### config.mk
export PLATFORM = sky130hd
export DESIGN_NAME = max_alpha_pixel_blend
export DESIGN_NICKNAME = d
export VERILOG_FILES = /design/src/rtl/mab_pkg.sv /design/src/rtl/mab_scale.sv /design/src/rtl/mab_div.sv /design/src/rtl/mab_blend.sv /design/src/rtl/max_alpha_pixel_blend.sv
export SDC_FILE = /design/constraint.sdc
export NUM_CORES = 2
export LEC_CHECK = 0
export BUFFER_PORTS_ARGS = -buffer_cell sky130_fd_sc_hd__buf_2
export CORE_MARGIN = 2
export CORE_UTILIZATION = 50
export DETAILED_ROUTE_END_ITERATION = 10
export GPL_TIMING_DRIVEN = 0
export MAX_ROUTING_LAYER = met4
export PLACE_DENSITY_LB_ADDON = 0.25
export SYNTH_ARGS = -nofsm -noshare
export SYNTH_HDL_FRONTEND = slang
export SYNTH_SLANG_ARGS = --single-unit
### constraint.sdc
create_clock -name clock -period 15.51 [get_ports clock]
set_clock_uncertainty 0.1 [all_clocks]
set_input_delay 2.3265 -clock clock [delete_from_list [all_inputs] [get_ports clock]]
set_output_delay 2.3265 -clock clock [all_outputs]
set_load 0.01 [all_outputs]
### src/rtl/mab_pkg.sv
// ----------------------------------------------------------------------------
// mab_pkg: shared definitions for the max-alpha pixel blend
// Channel and register widths, the pixel record that travels down the
// pipeline, and the width rule for the clamped opacity.
// ----------------------------------------------------------------------------
package mab_pkg;

   // Width of one color channel.
   localparam int CH_W = 8;

   // Width of the opacity control register.
   localparam int CSR_W = 17;

   // Default number of fractional bits in the opacity.
   localparam int OPA_FRAC_BITS = 16;

   // One destination and one source pixel, plus the replace decision once known.
   typedef struct packed {
      logic [CH_W-1:0] dst_red;
      logic [CH_W-1:0] dst_green;
      logic [CH_W-1:0] dst_blue;
      logic [CH_W-1:0] dst_alpha;
      logic [CH_W-1:0] src_red;
      logic [CH_W-1:0] src_green;
      logic [CH_W-1:0] src_blue;
      logic [CH_W-1:0] src_alpha;
      logic            replaced;
   } pix_type;

   // Bits needed for the opacity after clamping to one.
   function automatic int opa_width(input int frac_bits);
      return (frac_bits + 1 < CSR_W) ? frac_bits + 1 : CSR_W;
   endfunction

endpackage

### src/rtl/mab_scale.sv
// ----------------------------------------------------------------------------
// mab_scale: source alpha scaling
// Scales the source alpha by the opacity with half-up rounding, decides
// whether the source wins, and forms opacity times the alpha difference.
// ----------------------------------------------------------------------------
module mab_scale #(
   parameter int  OPA_FRAC_BITS = mab_pkg::OPA_FRAC_BITS,
   localparam int AW            = mab_pkg::opa_width(OPA_FRAC_BITS),
   localparam int PW            = AW + mab_pkg::CH_W
) (
   input  logic                           clock,
   input  logic [2:0]                     en,
   input  mab_pkg::pix_type               pix,
   input  logic [AW-1:0]                  opacity,
   output mab_pkg::pix_type               pix_out,
   output logic [PW-1:0]                  diff_prod,
   output logic [mab_pkg::CH_W-1:0]       scaled_alpha
);
   import mab_pkg::*;

   localparam int            SW   = PW + 1;
   localparam logic [SW-1:0] HALF = SW'(64'd1 << (OPA_FRAC_BITS - 1));

   pix_type         pix1_ff;
   logic [AW-1:0]   opa1_ff;
   logic [PW-1:0]   prod1_ff;

   logic [SW-1:0]   sum2;
   logic [SW-1:0]   shifted2;
   logic [CH_W-1:0] alpha2_in;
   pix_type         pix2_in;
   logic [CH_W-1:0] diff2_in;

   pix_type         pix2_ff;
   logic [AW-1:0]   opa2_ff;
   logic [CH_W-1:0] alpha2_ff;
   logic [CH_W-1:0] diff2_ff;

   pix_type         pix3_ff;
   logic [CH_W-1:0] alpha3_ff;
   logic [PW-1:0]   prod3_ff;

   // Stage 1: source alpha times opacity.
   always_ff @(posedge clock) begin
      if (en[0]) begin
         pix1_ff  <= pix;
         opa1_ff  <= opacity;
         prod1_ff <= PW'(pix.src_alpha) * PW'(opacity);
      end
   end

   // Stage 2 logic: round, saturate at full scale, compare against destination alpha.
   always_comb begin
      sum2      = SW'(prod1_ff) + HALF;
      shifted2  = SW'(sum2 >> OPA_FRAC_BITS);
      alpha2_in = (shifted2 > SW'(8'hFF)) ? 8'hFF : shifted2[CH_W-1:0];
      pix2_in   = pix1_ff;
      pix2_in.replaced = alpha2_in > pix1_ff.dst_alpha;
      diff2_in  = alpha2_in - pix1_ff.dst_alpha;
   end

   always_ff @(posedge clock) begin
      if (en[1]) begin
         pix2_ff   <= pix2_in;
         opa2_ff   <= opa1_ff;
         alpha2_ff <= alpha2_in;
         diff2_ff  <= diff2_in;
      end
   end

   // Stage 3: opacity times the alpha difference, the core of the divide numerator.
   always_ff @(posedge clock) begin
      if (en[2]) begin
         pix3_ff   <= pix2_ff;
         alpha3_ff <= alpha2_ff;
         prod3_ff  <= PW'(opa2_ff) * PW'(diff2_ff);
      end
   end

   assign pix_out      = pix3_ff;
   assign diff_prod    = prod3_ff;
   assign scaled_alpha = alpha3_ff;

endmodule

### src/rtl/mab_div.sv
// ----------------------------------------------------------------------------
// mab_div: pipelined blend factor divider
// Computes the blend factor (2*A*(S-d) + S) / (2*S) with a restoring
// divider that retires one quotient bit per pipeline stage.
// ----------------------------------------------------------------------------
module mab_div #(
   parameter int  OPA_FRAC_BITS = mab_pkg::OPA_FRAC_BITS,
   localparam int AW            = mab_pkg::opa_width(OPA_FRAC_BITS),
   localparam int PW            = AW + mab_pkg::CH_W
) (
   input  logic                     clock,
   input  logic [AW:0]              en,
   input  mab_pkg::pix_type         pix_in,
   input  logic [PW-1:0]            diff_prod,
   input  logic [mab_pkg::CH_W-1:0] scaled_alpha,
   output mab_pkg::pix_type         pix_out,
   output logic [AW-1:0]            quotient
);
   import mab_pkg::*;

   // Numerator width; the divisor is twice the scaled alpha, so 9 bits.
   localparam int NW = PW + 1;
   localparam int DW = CH_W + 1;

   logic [NW-1:0] num0;

   logic [DW-1:0] rem_ff  [AW+1];
   logic [AW-1:0] low_ff  [AW+1];
   logic [DW-1:0] dvs_ff  [AW+1];
   pix_type       pix_ff  [AW+1];

   // Numerator assembly; the quotient never exceeds the opacity, so the upper
   // part of the numerator already sits below the divisor.
   assign num0 = NW'({diff_prod, 1'b0}) + NW'(scaled_alpha);

   always_ff @(posedge clock) begin
      if (en[0]) begin
         rem_ff[0] <= num0[AW+DW-1:AW];
         low_ff[0] <= num0[AW-1:0];
         dvs_ff[0] <= {scaled_alpha, 1'b0};
         pix_ff[0] <= pix_in;
      end
   end

   // One restoring step per stage: shift in the next numerator bit, subtract if it fits.
   for (genvar k = 1; k <= AW; k++) begin : g_step
      logic [DW:0]   cand;
      logic          fits;
      logic [DW-1:0] rem_in;
      logic [AW-1:0] low_in;

      always_comb begin
         cand   = {rem_ff[k-1], low_ff[k-1][AW-1]};
         fits   = cand >= {1'b0, dvs_ff[k-1]};
         rem_in = fits ? DW'(cand - {1'b0, dvs_ff[k-1]}) : cand[DW-1:0];
         low_in = {low_ff[k-1][AW-2:0], fits};
      end

      always_ff @(posedge clock) begin
         if (en[k]) begin
            rem_ff[k] <= rem_in;
            low_ff[k] <= low_in;
            dvs_ff[k] <= dvs_ff[k-1];
            pix_ff[k] <= pix_ff[k-1];
         end
      end
   end

   assign quotient = low_ff[AW];
   assign pix_out  = pix_ff[AW];

endmodule

### src/rtl/mab_blend.sv
// ----------------------------------------------------------------------------
// mab_blend: per-channel blend and output register
// Multiplies each source channel by the blend factor, rounds half up and
// adds it to the destination channel with wraparound when the pixel is replaced; otherwise the destination passes.
// ----------------------------------------------------------------------------
module mab_blend #(
   parameter int  OPA_FRAC_BITS = mab_pkg::OPA_FRAC_BITS,
   localparam int AW            = mab_pkg::opa_width(OPA_FRAC_BITS)
) (
   input  logic                     clock,
   input  logic [1:0]               en,
   input  mab_pkg::pix_type         pix_in,
   input  logic [AW-1:0]            factor,
   output logic [mab_pkg::CH_W-1:0] out_red,
   output logic [mab_pkg::CH_W-1:0] out_green,
   output logic [mab_pkg::CH_W-1:0] out_blue,
   output logic [mab_pkg::CH_W-1:0] out_alpha,
   output logic                     replaced
);
   import mab_pkg::*;

   localparam int            PW   = AW + CH_W;
   localparam int            SW   = PW + 1;
   localparam logic [SW-1:0] HALF = SW'(64'd1 << (OPA_FRAC_BITS - 1));

   logic [CH_W-1:0] src_ch  [4];
   logic [CH_W-1:0] dst_ch  [4];
   logic [PW-1:0]   prod_ff [4];
   pix_type         pix1_ff;
   logic [CH_W-1:0] out_in  [4];
   logic [CH_W-1:0] out_ff  [4];
   logic            repl_ff;

   // Lane order is red, green, blue, alpha.
   assign src_ch[0] = pix_in.src_red;
   assign src_ch[1] = pix_in.src_green;
   assign src_ch[2] = pix_in.src_blue;
   assign src_ch[3] = pix_in.src_alpha;
   assign dst_ch[0] = pix1_ff.dst_red;
   assign dst_ch[1] = pix1_ff.dst_green;
   assign dst_ch[2] = pix1_ff.dst_blue;
   assign dst_ch[3] = pix1_ff.dst_alpha;

   // Stage 1: source channel times blend factor, one multiplier per lane.
   always_ff @(posedge clock) begin
      if (en[0]) begin
         pix1_ff <= pix_in;
         for (int i = 0; i < 4; i++) begin
            prod_ff[i] <= PW'(src_ch[i]) * PW'(factor);
         end
      end
   end

   // Stage 2 logic: round the share and add it; the destination passes when not replaced.
   always_comb begin
      logic [SW-1:0] sum;
      logic [SW-1:0] share;
      for (int i = 0; i < 4; i++) begin
         sum   = SW'(prod_ff[i]) + HALF;
         share = SW'(sum >> OPA_FRAC_BITS);
         out_in[i] = pix1_ff.replaced ? dst_ch[i] + share[CH_W-1:0] : dst_ch[i];
      end
   end

   always_ff @(posedge clock) begin
      if (en[1]) begin
         out_ff  <= out_in;
         repl_ff <= pix1_ff.replaced;
      end
   end

   assign out_red   = out_ff[0];
   assign out_green = out_ff[1];
   assign out_blue  = out_ff[2];
   assign out_alpha = out_ff[3];
   assign replaced  = repl_ff;

endmodule

### src/rtl/max_alpha_pixel_blend.sv
// ----------------------------------------------------------------------------
// max_alpha_pixel_blend: max-alpha RGBA blend under a sample opacity
// Top level: opacity register, pipeline valid tracking and flow control.
// ----------------------------------------------------------------------------
// The block accepts one destination/source pixel pair per clock while
// req_stall is low and returns one blended pixel per request, in order.
// The opacity has OPA_FRAC_BITS fractional bits, 16 by default, and its
// width is capped at 17 bits. The blend factor divider retires one quotient
// bit per pipeline stage; three stages scale the source alpha ahead of it
// and two stages blend the channels after it. A stalled output holds only
// the stages that are full: bubbles inside the pipeline keep closing up,
// and req_stall rises only when every stage holds a request. The opacity
// is written through csr_wr_en and csr_wr_data, takes effect for requests
// accepted after the write, and values above one are used as one.
module max_alpha_pixel_blend #(
   parameter int OPA_FRAC_BITS = mab_pkg::OPA_FRAC_BITS
) (
   input  logic                      clock,
   input  logic                      reset,
   input  logic                      csr_wr_en,
   input  logic [mab_pkg::CSR_W-1:0] csr_wr_data,
   input  logic                      req_valid,
   output logic                      req_stall,
   input  logic [mab_pkg::CH_W-1:0]  req_dst_red,
   input  logic [mab_pkg::CH_W-1:0]  req_dst_green,
   input  logic [mab_pkg::CH_W-1:0]  req_dst_blue,
   input  logic [mab_pkg::CH_W-1:0]  req_dst_alpha,
   input  logic [mab_pkg::CH_W-1:0]  req_src_red,
   input  logic [mab_pkg::CH_W-1:0]  req_src_green,
   input  logic [mab_pkg::CH_W-1:0]  req_src_blue,
   input  logic [mab_pkg::CH_W-1:0]  req_src_alpha,
   output logic                      rsp_valid,
   input  logic                      rsp_stall,
   output logic [mab_pkg::CH_W-1:0]  rsp_out_red,
   output logic [mab_pkg::CH_W-1:0]  rsp_out_green,
   output logic [mab_pkg::CH_W-1:0]  rsp_out_blue,
   output logic [mab_pkg::CH_W-1:0]  rsp_out_alpha,
   output logic                      rsp_replaced
);
   import mab_pkg::*;

   localparam int AW       = opa_width(OPA_FRAC_BITS);
   localparam int PW       = AW + CH_W;
   localparam int SCALE_ST = 3;
   localparam int DIV_ST   = AW + 1;
   localparam int NS       = SCALE_ST + DIV_ST + 2;

   localparam logic [31:0]   OPA_ONE  = 32'(64'd1 << OPA_FRAC_BITS);
   localparam logic [31:0]   CSR_MAX  = 32'((64'd1 << CSR_W) - 64'd1);
   localparam logic [AW-1:0] OPA_RST  = AW'((OPA_ONE > CSR_MAX) ? CSR_MAX : OPA_ONE);

   logic [AW-1:0]   opacity_ff;
   logic [AW-1:0]   opacity_in;
   logic [NS-1:0]   vld_ff;
   logic [NS-1:0]   vld_in;
   logic [NS-1:0]   en;
   pix_type         req_pix;
   pix_type         scale_pix;
   pix_type         div_pix;
   logic [PW-1:0]   diff_prod;
   logic [CH_W-1:0] scaled_alpha;
   logic [AW-1:0]   factor;

   // Opacity register, clamped to one as it is written.
   assign opacity_in = ({{(32 - CSR_W){1'b0}}, csr_wr_data} > OPA_ONE) ?
                       AW'(OPA_ONE) : AW'(csr_wr_data);

   always_ff @(posedge clock) begin
      if (reset) begin
         opacity_ff <= OPA_RST;
      end else if (csr_wr_en) begin
         opacity_ff <= opacity_in;
      end
   end

   // A stage holds only if it and every stage after it are full and the output is stalled.
   always_comb begin
      for (int i = 0; i < NS; i++) begin
         en[i] = ~(rsp_stall & (&(vld_ff | ((NS'(1) << i) - NS'(1)))));
      end
   end

   assign req_stall = ~en[0];
   assign rsp_valid = vld_ff[NS-1];

   // Valid bits move with their stage's data.
   always_comb begin
      for (int i = 0; i < NS; i++) begin
         if (en[i]) begin
            vld_in[i] = (i == 0) ? req_valid : vld_ff[(i == 0) ? 0 : i - 1];
         end else begin
            vld_in[i] = vld_ff[i];
         end
      end
   end

   always_ff @(posedge clock) begin
      if (reset) begin
         vld_ff <= '0;
      end else begin
         vld_ff <= vld_in;
      end
   end

   // Request payload into the pixel record.
   always_comb begin
      req_pix           = '0;
      req_pix.dst_red   = req_dst_red;
      req_pix.dst_green = req_dst_green;
      req_pix.dst_blue  = req_dst_blue;
      req_pix.dst_alpha = req_dst_alpha;
      req_pix.src_red   = req_src_red;
      req_pix.src_green = req_src_green;
      req_pix.src_blue  = req_src_blue;
      req_pix.src_alpha = req_src_alpha;
   end

   mab_scale #(
      .OPA_FRAC_BITS (OPA_FRAC_BITS)
   ) u_scale (
      .clock        (clock),
      .en           (en[SCALE_ST-1:0]),
      .pix          (req_pix),
      .opacity      (opacity_ff),
      .pix_out      (scale_pix),
      .diff_prod    (diff_prod),
      .scaled_alpha (scaled_alpha)
   );

   mab_div #(
      .OPA_FRAC_BITS (OPA_FRAC_BITS)
   ) u_div (
      .clock        (clock),
      .en           (en[SCALE_ST+DIV_ST-1:SCALE_ST]),
      .pix_in       (scale_pix),
      .diff_prod    (diff_prod),
      .scaled_alpha (scaled_alpha),
      .pix_out      (div_pix),
      .quotient     (factor)
   );

   mab_blend #(
      .OPA_FRAC_BITS (OPA_FRAC_BITS)
   ) u_blend (
      .clock     (clock),
      .en        (en[NS-1:NS-2]),
      .pix_in    (div_pix),
      .factor    (factor),
      .out_red   (rsp_out_red),
      .out_green (rsp_out_green),
      .out_blue  (rsp_out_blue),
      .out_alpha (rsp_out_alpha),
      .replaced  (rsp_replaced)
   );

`ifndef SYNTH
   // The stored opacity never exceeds one.
   a_opacity_cap: assert property (@(posedge clock) disable iff (reset)
      {{(32 - AW){1'b0}}, opacity_ff} <= OPA_ONE)
      else $error("opacity register above one");

   // Requests are refused only when every pipeline stage is occupied.
   a_stall_full: assert property (@(posedge clock) disable iff (reset)
      req_stall |-> (&vld_ff))
      else $error("request stalled with a free pipeline stage");

   // Reset empties the pipeline.
   a_reset_empty: assert property (@(posedge clock)
      reset |=> (vld_ff == '0))
      else $error("pipeline not empty after reset");
`endif

endmodule

# Yosys cells after proc, flatten, opt, wreduce, memory -nomap -nowiden
# Memory sizes are Yosys's and may differ from the RTL's.
# Index checks and enable logic that the tools add are counted.
[op_classes] muxes=42 magnitude_cmp=20 reduce_logical=22 n_addsub=28 bitwise=23 multipliers=6
[op_table] op="$ge 10x9->1" count=17
[op_table] op="$mux 9" count=17
[op_table] op="$sub 9x9->9" count=17
[op_table] op="$mul 8x17->25" count=5
[op_table] op="$add 24x16->24 const B" count=4
[op_table] op="$mux 8" count=5
[op_table] op="$add 8x8->8" count=4
[op_table] op="$add 25x16->26 const B" count=1
[op_table] op="$add 26x8->26" count=1
[op_table] op="$mul 17x8->25" count=1
[op_table] op="$and 1x1->1" count=23
[op_table] op="$reduce_and 23->1" count=1
[op_table] op="$reduce_and 22->1" count=1
[op_table] op="$reduce_and 21->1" count=1
[op_table] op="$reduce_and 20->1" count=1
[op_table] op="$mux 1" count=19
[op_table] op="$reduce_and 19->1" count=1
[op_table] op="$reduce_and 18->1" count=1
[op_table] op="$gt 17x17->1 const B" count=1
[op_table] op="$mux 17" count=1
[op_table] op="$reduce_and 17->1" count=1
[op_table] op="$reduce_and 16->1" count=1
[op_table] op="$reduce_and 15->1" count=1
[op_table] op="$reduce_and 14->1" count=1
[op_table] op="15 further kinds" count=15
[totals] mem_count=5 elab_cells=213 output_inout_bits=35 input_bits=86 ff_bits=408 ramBits=1900
[memory_table] name="u_div.pix_ff" depth=18 word_bits=65 rd=18 rd_ports_with_merged_regs=0 wr=18 line_no="mab_div.sv:30" source="pix_type pix_ff [AW+1];"
[memory_table] name="u_div.low_ff" depth=18 word_bits=17 rd=18 rd_ports_with_merged_regs=0 wr=18 line_no="mab_div.sv:28" source="logic [AW-1:0] low_ff [AW+1];"
[memory_table] name="u_div.dvs_ff" depth=18 word_bits=9 rd=17 rd_ports_with_merged_regs=0 wr=18 line_no="mab_div.sv:29" source="logic [DW-1:0] dvs_ff [AW+1];"
[memory_table] name="u_div.rem_ff" depth=18 word_bits=9 rd=17 rd_ports_with_merged_regs=0 wr=18 line_no="mab_div.sv:27" source="logic [DW-1:0] rem_ff [AW+1];"
[memory_table] name="u_blend.prod_ff" depth=4 word_bits=25 rd=4 rd_ports_with_merged_regs=0 wr=4 line_no="mab_blend.sv:28" source="logic [PW-1:0] prod_ff [4];"

# Longest topological paths before layout
[logic_depth] depth_word=4 depth_mapped=20 ltp_nobuf=18

# Hierarchy
# From an unflattened synthesis, not the netlist that was laid out.
[unflattened] cells_unflattened=6411 hier_area_um2=101372.2
[modules_own_cells] module="mab_div" area_per_inst_um2=61875.6 cells_each=2861 instances=1 seq_area_each_um2=52490.3
[modules_own_cells] module="mab_blend" area_per_inst_um2=20601.0 cells_each=2105 instances=1 seq_area_each_um2=3062.9
[modules_own_cells] module="mab_scale" area_per_inst_um2=17335.4 cells_each=1282 instances=1 seq_area_each_um2=8618.3
[modules_own_cells] module="max_alpha_pixel_blend" area_per_inst_um2=1560.2 cells_each=163 instances=1 seq_area_each_um2=800.8

# Worst setup path before layout
# OpenSTA, ideal clock, no wires.
[synth_timing] path_type="in2out" startpoint="input port rsp_stall" endpoint="output port req_stall" slack_ns=4.326 path_buffers=0 path_stages=8 t_arrival_ns=8.758 required_time_ns=13.084 cell_sequence="and4_1 -> and3_1 -> and2_1 -> and4_1 -> nand2_1 -> nor3_1 -> nand3_1 -> inv_1"
[synth_between] elab_chain_len=1
[synth_lines] item="from (decl)" line_no="max_alpha_pixel_blend.sv:33" source="input logic rsp_stall,"
[synth_lines] item="$and 1x1->1" line_no="max_alpha_pixel_blend.sv:79" source="en[i] = ~(rsp_stall & (&(vld_ff | ((NS'(1) << i) - NS'(1)))));"
[synth_lines] item="to (decl)" line_no="max_alpha_pixel_blend.sv:23" source="output logic req_stall,"
# No other way between the ends.

# Worst setup path after layout
# Ends and elaborated chain as after synthesis.

==> impl_results.md <==
- Hold WC Path Type: register to register
- Post-Synthesis Cells: 6,279
- Per-cell routed wire length: 18.1 um
- Post-CTS Hold Buffers: 0
- Postcts setup bufs: 0
- Crit path largest cell delay: 950 ps
- Cell taking the most area after synthesis: edfxtp_1
- Residual DRC: 0
- Nets@finish: 7,715
- Drt via density: 5.04
- CP delay by family, top: simple AND/OR/NAND/NOR gates
- Final period util: 60.0%
- Root buffer cell: clkbuf_16
- Most frequent cell after synthesis: edfxtp_1
- First-pass DRT Iterations: 6
- Relative slew margins: 31.3%
- Clock transition at path regs: 60 ps
- Row cnt: 162
- Hold_ws: 270 ps
- Total CTS buffers: 210
- Main synth FF type: edfxtp_1
- Ys async rst share: 0%
- Core area: 195,000 sq um
- Worst skew pair latency: 860 ps
- Fmax: 108 MHz
- Clock Sinks: 2,177
- Seq/Total Area, Yosys: 65.9%
- Total global routing overflow: 0
- Cell Area, Synth: 98,500 sq um
- Post-layout min period: 9300 ps
- Largest net degree at the start of global routing: 59
- Netlist cell types: 68
- Measured slew at the worst slew-check pin: 1020 ps
- Die area: 201,000 sq um
- Post-synth EDFFs: 2,137
- Synth Area per Inst: 15.7 sq um
- CP max FO: 57
- Status: completed
- Port Buf Inserts: 119
- Ant diodes: 0
- Setup Viol. Count Final: 0
- Fin. Hold Viols: 0
- Routed WL: 171,000 um
- Initial DRC Count: 2,811
- Highest-delay cell along the critical path: nor3_1
- TritonCTS clock tree: done
- CTS H-tree depth: 4
- Top post-synthesis cells by area: edfxtp_1 65%, fa_1 11%, ha_1 5.5%
- Ports: 121
- Vias in the first global route: 50,417
- # Max-Cap Violations: 0
- Seq cells post-synth: 2,177
- Final slew viol count: 0
- CP Capture Type: output port
- Placed cells: 9,058
- Final ANT Viol Nets: 0
- Area growth, synth to finish: 12.1%
- Critical Path Source Type: input pin
- Data required time of the worst path: 13,080 ps
- WP buf/inv: 4
- Longest Clk Path Bufs: 3
- Crit path kind: input pin to output port
- Starting Density: 50.4%
- Post-synth top area share: 65.1%
- Critical-path cell list: buf_2 > and4_1 > and3_1 > and2_1 > and4_1 > nand2_4 > nor3_1 > nand3_4 > buf_16 > inv_1 > buf_2
- Syn nets: 7,348
- Initial antenna violation count: 2
- First-pass GRT wire length: 274,000 um
- Share of cells above drive strength 1: 8.08%
- CTS resizes: 0
- Total Routing Usage GR: 18.1%
- RePlAce Congestion: 0.897
- Chip width: 448 um
- Commonest cells post-synth: 2,137 x edfxtp_1, 763 x inv_1, 674 x and2_1, 553 x fa_1, 430 x ha_1
- Fillers: 15,212
- DIE HEIGHT: 448 um
- Final setup TNS: 0 ps
- Hpwl dp: 120,000 um
- Unrepaired setup endpoints after global routing: false
- Ys Warns: 0
- Post-Layout Cell Count: 9,452
- Via count: 47,638
- Crit path DAT: 6870 ps
## cells by family (layout without fill, tap and decap cells)
family,count (synthesis),count (layout),synth area share [%]
flops,2177,2177,65.9
simple gates,1381,1381,7.68
fa+ha+maj,983,983,16.7
buf+inv,890,1439,3.39
compound gates,551,551,3.52
xor+xnor,239,239,2.12
mux,58,58,0.645
## final timing paths
check | slack, ps | cells past startpoint | end | start
setup reg to reg | 9070 | 19 | u_blend.prod_ff[2][22]$_DFFE_PN_ | u_div.low_ff[17][1]$_DFFE_PN_
hold / removal | 270 | 0 | u_div.pix_ff[10][0]$_DFFE_PN_ | u_div.pix_ff[9][0]$_DFFE_PN_
hold reg to reg | 270 | 0 | u_div.pix_ff[10][0]$_DFFE_PN_ | u_div.pix_ff[9][0]$_DFFE_PN_
setup / recovery | 6210 | 11 | req_stall | rsp_stall
## through the flow
step                      worst slack, ps  instance area [sq um]  util, %
after floorplan                      4330                  98500        -
after global placement                873                 102000     52.4
after detailed placement             6170                 103000     52.9
after CTS                            6080                 110000     56.5
after global routing                 5750                 110000     56.5
final                                6210                 110000     56.5
## state kept, by name, indices dropped and copies added, names as in the netlist
| register | flops |
|---|---|
| u_scale.pix2_ff | 65 |
| opacity_ff | 17 |
| u_blend.out_red | 8 |
| u_scale.alpha2_ff | 8 |
| u_blend.prod_ff | 36 |
| u_blend.pix1_ff | 1 |
| u_blend.out_blue | 8 |
| u_scale.diff_prod | 25 |
| u_scale.scaled_alpha | 8 |
| u_div.dvs_ff | 120 |
| u_scale.diff2_ff | 8 |
| u_scale.opa1_ff | 17 |
| u_blend.out_alpha | 8 |
| u_div.low_ff | 305 |
| u_scale.pix_out | 65 |
| vld_ff | 23 |
| u_blend.out_green | 8 |
| u_div.pix_ff | 1170 |
| u_div.rem_ff | 153 |
| u_scale.opa2_ff | 17 |
| u_scale.pix1_ff | 64 |
| u_blend.dst_ch | 32 |
| u_scale.prod1_ff | 10 |
| u_blend.replaced | 1 |
## layout make-up
| cell class | count | area (sq um) | share of cell area, % |
|---|---|---|---|
| Sequential cell | 2177 | 65000 | 58.8 |
| Multi-Input combinational cell | 3212 | 30300 | 27.5 |
| Clock buffer | 245 | 5470 | 4.95 |
| Tap cell | 2624 | 3280 | 2.97 |
| Inverter | 763 | 2880 | 2.61 |
| Clock inverter | 149 | 1590 | 1.44 |
| Timing Repair Buffer | 155 | 1410 | 1.28 |
| Buffer | 127 | 479 | 0.434 |
## cell usage in the layout, fill, tap and decap left out, types with 41 or more instances in the layout
cell,count
inv_1,756
edfxtp_1,2137
a21oi_1,212
o21ai_0,106
ha_1,430
nor2b_1,81
nand4_1,51
clkinv_2,41
nor2_1,178
clkinv_1,46
nand2b_1,48
nand3_1,41
clkbuf_1,154
xnor2_1,159
clkbuf_16,213
fa_1,553
nand2_1,226
and2_1,674
buf_2,121
a21o_1,95
xor2_1,80
mux2_2,44
## routing by layer
metal	GRT usage (%)	share of wire, %
met5	-	0
met1	23.4	44
met3	2.75	4.1
met4	5.04	2.3
met2	30.0	50
Power is not shown: default switching activity piles up to over one toggle a cycle in this logic, so the estimate is an artifact.
